==> src/vtts_pkg.sv <==
package vtts_pkg;

   localparam int GRID_SIZE_DEF = 32;
   localparam int FRAC_BITS_DEF = 16;
   localparam int POS_W = 24;
   localparam int COMP_W = 32;
   localparam int NCORNER = 8;
   localparam int NCOMP = 6;
   localparam int TENSOR_W = NCOMP * COMP_W;

   typedef enum logic [1:0] {
      FUNC_WRITE  = 2'd0,
      FUNC_SAMPLE = 2'd1,
      FUNC_READ   = 2'd2
   } func_type;

   typedef enum logic {
      CSR_STRESS_PRESENT = 1'b0,
      CSR_STRAIN_PRESENT = 1'b1
   } csr_index_type;

   typedef struct packed {
      logic [1:0]               func;
      logic                     field_sel;
      logic signed [POS_W-1:0]  pos_x;
      logic signed [POS_W-1:0]  pos_y;
      logic signed [POS_W-1:0]  pos_z;
      logic                     is_occupied;
      logic signed [COMP_W-1:0] in_xx;
      logic signed [COMP_W-1:0] in_yy;
      logic signed [COMP_W-1:0] in_zz;
      logic signed [COMP_W-1:0] in_xy;
      logic signed [COMP_W-1:0] in_yz;
      logic signed [COMP_W-1:0] in_xz;
   } req_type;

   typedef struct packed {
      logic                     valid_res;
      logic signed [COMP_W-1:0] out_xx;
      logic signed [COMP_W-1:0] out_yy;
      logic signed [COMP_W-1:0] out_zz;
      logic signed [COMP_W-1:0] out_xy;
      logic signed [COMP_W-1:0] out_yz;
      logic signed [COMP_W-1:0] out_xz;
   } rsp_type;

   typedef struct packed {
      logic       idle;
      logic       capture;
      logic       wr_go;
      logic       rd_take;
      logic       occ_take;
      logic       fetch_issue;
      logic       fetch_take;
      logic       lerp_go;
      logic       set_valid;
      logic       out_load;
      logic [2:0] idx;
   } ctl_type;

   typedef struct packed {
      logic       clr_done;
      logic [1:0] func;
      logic       field_on;
      logic       ingrid;
      logic       any_ok;
      logic       out_free;
   } sts_type;

   // nearest occupied corner by hamming distance, lowest index on a tie
   function automatic logic [2:0] best_src(input logic [7:0] ok, input logic [2:0] n);
      logic [2:0] best;
      logic [2:0] bestd;
      logic [2:0] x;
      logic [2:0] d;
      best = 3'd0;
      bestd = 3'd4;
      for (int m = 0; m < NCORNER; m++) begin
         x = n ^ 3'(m);
         d = 3'(x[0]) + 3'(x[1]) + 3'(x[2]);
         if (ok[m] && (d < bestd)) begin
            bestd = d;
            best = 3'(m);
         end
      end
      if (ok[n]) begin
         best = n;
      end
      return best;
   endfunction

endpackage

==> src/vtts_ctrl.sv <==
module vtts_ctrl
   import vtts_pkg::*;
(
   input  logic    clock,
   input  logic    reset,
   input  logic    req_valid,
   input  sts_type sts,
   output ctl_type ctl
);

   typedef enum logic [9:0] {
      S_CLEAR    = 10'b0000000001,
      S_IDLE     = 10'b0000000010,
      S_DECODE   = 10'b0000000100,
      S_WRITE    = 10'b0000001000,
      S_RD_ISSUE = 10'b0000010000,
      S_RD_TAKE  = 10'b0000100000,
      S_OCC      = 10'b0001000000,
      S_FETCH    = 10'b0010000000,
      S_LERP     = 10'b0100000000,
      S_DONE     = 10'b1000000000
   } state_type;

   state_type  state_ff, state_in;
   logic [3:0] cnt_ff, cnt_in;

   always_comb begin
      state_in = state_ff;
      cnt_in = 4'd0;
      ctl = '0;
      ctl.idx = cnt_ff[2:0];
      case (state_ff)
         S_CLEAR: begin
            if (sts.clr_done) begin
               state_in = S_IDLE;
            end
         end
         S_IDLE: begin
            ctl.idle = 1'b1;
            ctl.capture = req_valid;
            if (req_valid) begin
               state_in = S_DECODE;
            end
         end
         S_DECODE: begin
            case (sts.func)
               FUNC_WRITE:  state_in = S_WRITE;
               FUNC_READ:   state_in = (sts.field_on && sts.ingrid) ? S_RD_ISSUE : S_DONE;
               FUNC_SAMPLE: state_in = sts.field_on ? S_OCC : S_DONE;
               default:     state_in = S_DONE;
            endcase
         end
         S_WRITE: begin
            ctl.wr_go = 1'b1;
            state_in = S_DONE;
         end
         S_RD_ISSUE: begin
            state_in = S_RD_TAKE;
         end
         S_RD_TAKE: begin
            ctl.rd_take = 1'b1;
            state_in = S_DONE;
         end
         S_OCC: begin
            // read occupancy of corner cnt, collect corner cnt-1
            ctl.occ_take = (cnt_ff != 4'd0);
            if (cnt_ff == 4'd8) begin
               state_in = S_FETCH;
            end else begin
               cnt_in = cnt_ff + 4'd1;
            end
         end
         S_FETCH: begin
            ctl.fetch_issue = 1'b1;
            ctl.fetch_take = (cnt_ff != 4'd0);
            if ((cnt_ff == 4'd0) && !sts.any_ok) begin
               state_in = S_DONE;
            end else if (cnt_ff == 4'd8) begin
               state_in = S_LERP;
            end else begin
               cnt_in = cnt_ff + 4'd1;
            end
         end
         S_LERP: begin
            ctl.lerp_go = 1'b1;
            if (cnt_ff == 4'd6) begin
               ctl.set_valid = 1'b1;
               state_in = S_DONE;
            end else begin
               cnt_in = cnt_ff + 4'd1;
            end
         end
         S_DONE: begin
            if (sts.out_free) begin
               ctl.out_load = 1'b1;
               state_in = S_IDLE;
            end
         end
         default: begin
            state_in = S_CLEAR;
         end
      endcase
   end

   always_ff @(posedge clock) begin
      if (reset) begin
         state_ff <= S_CLEAR;
         cnt_ff <= 4'd0;
      end else begin
         state_ff <= state_in;
         cnt_ff <= cnt_in;
      end
   end

endmodule

==> config.mk <==
export PLATFORM = sky130hd
export DESIGN_NAME = vtts_ctrl
export DESIGN_NICKNAME = d
export VERILOG_FILES = /design/src/vtts_pkg.sv /design/src/vtts_ctrl.sv
export SDC_FILE = /design/constraint.sdc
export NUM_CORES = 1
export LEC_CHECK = 0
export BUFFER_PORTS_ARGS = -buffer_cell sky130_fd_sc_hd__buf_4
export CAP_MARGIN = 25
export CORE_MARGIN = 3
export CORE_UTILIZATION = 52
export DETAILED_ROUTE_END_ITERATION = 6
export GPL_TIMING_DRIVEN = 0
export PLACE_DENSITY_LB_ADDON = 0.2
export SLEW_MARGIN = 10
export SYNTH_ARGS = -nofsm -noshare
export SYNTH_HDL_FRONTEND = slang
export SYNTH_SLANG_ARGS = --single-unit
==> constraint.sdc <==
create_clock -name clock -period 2.93 [get_ports clock]
set_clock_uncertainty 0.15 [all_clocks]
set_input_delay 0.586 -clock clock [delete_from_list [all_inputs] [get_ports clock]]
set_output_delay 0.586 -clock clock [all_outputs]
set_load 0.05 [all_outputs]
== Yosys cells after proc, flatten, opt, wreduce, memory -nomap -nowiden ==
Index checks and enable logic that the tools add are counted.
Widths: inputs -> output; s select.

* Multiplexer cells: 24
* Equality and inequality tests: 20
* Reduce and logical (&&, ||, !) cells: 8
* Add/sub/neg operators: 1

{| class="wikitable"
|+ Operators by type and width
! cell !! count
|-
| $mux 10 || 9
|-
| $pmux 10 s9 || 1
|-
| $pmux 10 s3 || 1
|-
| $mux 4 || 3
|-
| $pmux 4 s3 || 1
|-
| $eq 10x1->1 const B || 1
|-
| $eq 10x10->1 const B || 1
|-
| $eq 10x2->1 const B || 1
|-
| $eq 10x3->1 const B || 1
|-
| $eq 10x4->1 const B || 1
|-
| $eq 10x5->1 const B || 1
|-
| $eq 10x6->1 const B || 1
|-
| $eq 10x7->1 const B || 1
|-
| $eq 10x8->1 const B || 1
|-
| $eq 10x9->1 const B || 1
|-
| $ne 2x2->1 const B || 5
|-
| $mux 1 || 6
|-
| $mux 2 || 3
|-
| $reduce_and 6->1 || 1
|-
| $add 4x1->4 const B || 1
|-
| $eq 4x3->1 const B || 1
|-
| $eq 4x4->1 const B || 1
|-
| $logic_not 4->1 || 1
|-
| $reduce_bool 4->1 || 1
|-
| other kinds (7) || 8
|}

* Bits in registers: 14
* Word-level logic and storage cells: 55
* Output and inout bits: 13

== Depth between registers and ports, before layout ==
* Depth after elaboration: 4
* Gate-level depth with buffers: 7

== Worst setup path after synthesis ==
No wires, ideal clock.

* Kind: register to output
* Start: register state_ff[0]
* End: output ctl[10] (netlist name)
* Cell stages (with the launch flop): 4
* Buffers on the path: 0
* Data arrival time: 2.956 ns
* Setup slack: -0.762 ns
* Cells stage by stage: dfxtp_1 -> or4_4 -> or4_4 -> nor4b_1

{| class="wikitable"
|+ RTL lines
! item !! RTL line !! text
|-
| start: declaration || vtts_ctrl.sv:24 || <nowiki>state_type state_ff, state_in;</nowiki>
|-
| start signal: assignment || vtts_ctrl.sv:110 || <nowiki>state_ff <= state_in;</nowiki>
|-
| end: declaration || vtts_ctrl.sv:8 || <nowiki>output ctl_type ctl</nowiki>
|}

==> results by group <==
Clock tree
  – Clk buf depth: 2
  – Clk sinks: 14
  – H-tree levels: 1
  – Later-pin clock latency in the skew report: 280 ps
  – TritonCTS clock tree: yes
  – Clock transition at the registers of the reported paths: 90 ps
  – Root Buffer: clkbuf_4
  – CTS Buf Count: 3
  – Setup bufs post-CTS: 0

Placement
  – Routability cong.: 0.893
  – Port-buffer cells: 22
  – DP HPWL: 1730 um
  – Cell Area, Placed: 1170 um2
  – Placed cells: 163
  – Worst slack at placement: 298 ps

Drt
  – DRC Markers: 0
  – Vias/cell: 5.93
  – Final WL: 2270 um
  – DR pass1 iterations: 4
  – DR vias: 984
  – Antenna-violating nets left: 0
  – DRT iter0 DRCs: 25
  – WL/cell: 13.7 um

Synthesis
  – Post-synth EDFFs: 0
  – Avg Cell Area, Syn: 8.12 um2
  – Ys flop type: dfxtp_1
  – Post-synth top area cell: dfxtp_1
  – Synthesized area: 950 um2
  – Synth unique cells: 42
  – #FFs+latches synth: 14
  – Share of the synthesized area in the top cell type: 29.5%
  – Syn nets: 130
  – Top post-synthesis cells by count: dfxtp_1, nor2_1, inv_1
  – Synthesized instance count: 117
  – Ranking of synthesized cells by area: dfxtp_1, nor2_1, ha_1
  – Register area share after synthesis: 29.5%
  – Most frequent cell after synthesis: dfxtp_1
  – Ys async rst share: 0%
  – Syn. warnings: 0

Floorplan
  – Die Y-Extent: 48.7 um
  – Core area: 1610 um2
  – Rows: 14
  – Initial Util: 58.9%
  – Top-level I/O count: 23
  – Die area: 2380 um2
  – Die width: 48.7 um

Job
  – Max_cap viols: 0

Min path
  – Min-Delay Path Class: in2reg

Timing
  – WHS: 334 ps
  – Setup TNS: 0 ps
  – RSZ-0062 raised after global routing: true
  – Tcrit/Tclk final: 97.6%
  – Final hold vios: 0
  – Setup violators final: 0
  – Final WS setup: 71.1 ps
  – Slew Limit Fails: 0
  – Max Freq: 350 MHz
  – Minimum clock period: 2860 ps
  – Normalized max-slew margin: 50.3%
  – Worst Max-Slew Pin Slew: 739 ps

Power
  – Worst vdd ir: 0.335 mV
  – Tot Pwr: 0.455 mW
  – PwrDens: 379 nW/um2
  – Pleak: 0.480 nW

GRT
  – Pin count of the biggest net entering global routing: 11
  – Global Route Usage Sum: 20.3%
  – Vias in the first global route: 862
  – Remaining global-route overflow: 0
  – First-pass GRT wire length: 3820 um
  – Initial antenna violation count: 0

Critical path
  – Worst setup SP type: register
  – Crit. End Element: output port
  – Worst Path Arrival: 2120 ps
  – Peak fanout along the critical path: 7
  – Reg2Reg Setup Slack: 720 ps
  – Crit path kind: reg2out
  – Crit path required time: 2190 ps

Cells and area
  – Ratio of cells with drive above 1 in the final layout: 31.7%
  – Post-Layout Inst Area: 1200 um2
  – Area Growth Syn to Fin: 26.5%
  – Fin cells: 166
  – Diodes inserted: 0
  – Final net count: 157
  – Final core occ: 74.5%

Outcome
  – Status: finished, final reports clean
cell usage in the layout (no fill, tap or decap), types with 2 or more instances in the layout:
cell | netlist | routed
buf_4 | 3 | 24
nor2_1 | 12 | 12
dfxtp_1 | 14 | 12
inv_1 | 7 | 7
nand3_1 | 6 | 6
nand2_1 | 6 | 6
nor4_1 | 6 | 5
a21oi_1 | 5 | 5
nand2b_1 | 4 | 4
nor2b_1 | 4 | 4
or4_4 | 3 | 3
nand4b_1 | 3 | 3
o21ai_0 | 3 | 3
o21ai_1 | 3 | 3
xor2_1 | 3 | 3
ha_1 | 3 | 3
clkbuf_4 | 0 | 3
buf_6 | 1 | 2
nor4b_2 | 0 | 2
nor3b_1 | 2 | 2
nand3b_1 | 2 | 2
nand4_1 | 2 | 2
and3_1 | 2 | 2
o22ai_1 | 2 | 2
dfxtp_2 | 0 | 2
cell families after synthesis:
kind of cell	Yosys count	share of synthesized area (%)
AOI/OAI and AO/OA	20	13.7
buffers and inverters	12	6.85
and+or+nand+nor	64	42.3
DFF	14	29.5
adders and majority gates	3	3.95
xor gates and xnor gates	4	3.69
flip-flops by register name, summed over array words and instances, names as in the netlist:
| name | cells |
|---|---|
| state_ff | 10 |
| cnt_ff | 4 |
metal layers:
metal  up-vias  routed length [um]  part of all wire, %  GRT usage [%]
met4         0                  59                  2.6           10.9
met5         -                   0                    0              0
met2        48                1040                   46           32.6
met1       453                 988                   44           25.9
met3         7                 179                  7.9           3.37
li1        476                   -                    -              -
timing repair:
action | in CTS | in global routing
hold endpoints to repair | 0 | 0
gates resized for setup | 1 | 2
setup endpoints to repair | 1 | 3
hold buffers | 0 | 0
pin swaps | 0 | 2
worst paths after layout:
| path | end | from | cells past startpoint |
|---|---|---|---|
| setup / recovery | ctl[9] | state_ff[9]$_SDFFE_PP0P_ | 4 |
| hold / removal | state_ff[3]$_SDFFE_PP0P_ | sts[5] | 2 |
| setup reg to reg | state_ff[8]$_SDFFE_PP0P_ | state_ff[6]$_SDFFE_PP0P_ | 5 |
| hold reg to reg | cnt_ff[0]$_SDFF_PP0_ | cnt_ff[0]$_SDFF_PP0_ | 1 |
layout make-up:
type / instances / area, um2
multi-input cells: 91 / 632
inverters: 7 / 26.3
fillers: 139 / 410
plain buffers: 5 / 38.8
repair buffers: 22 / 169
clock buffers: 3 / 22.5
flip-flops and latches: 14 / 283
well taps: 24 / 30.0
worst max-delay path: stages, from the launching register on:
cell     delay (ps)
dfxtp_2         370
or4_4           550
or4_4           460
nor4b_2         220
buf_4           230
power by group:
part | total (mW) | switching, mW | internal, mW | leakage (nW)
registers | 0.208 | 0.00878 | 0.199 | 0.113
clock network | 0.112 | 0.0644 | 0.0478 | 0.0138
logic | 0.135 | 0.0744 | 0.0606 | 0.353
Note: power is estimated with default switching activity, not from simulation.
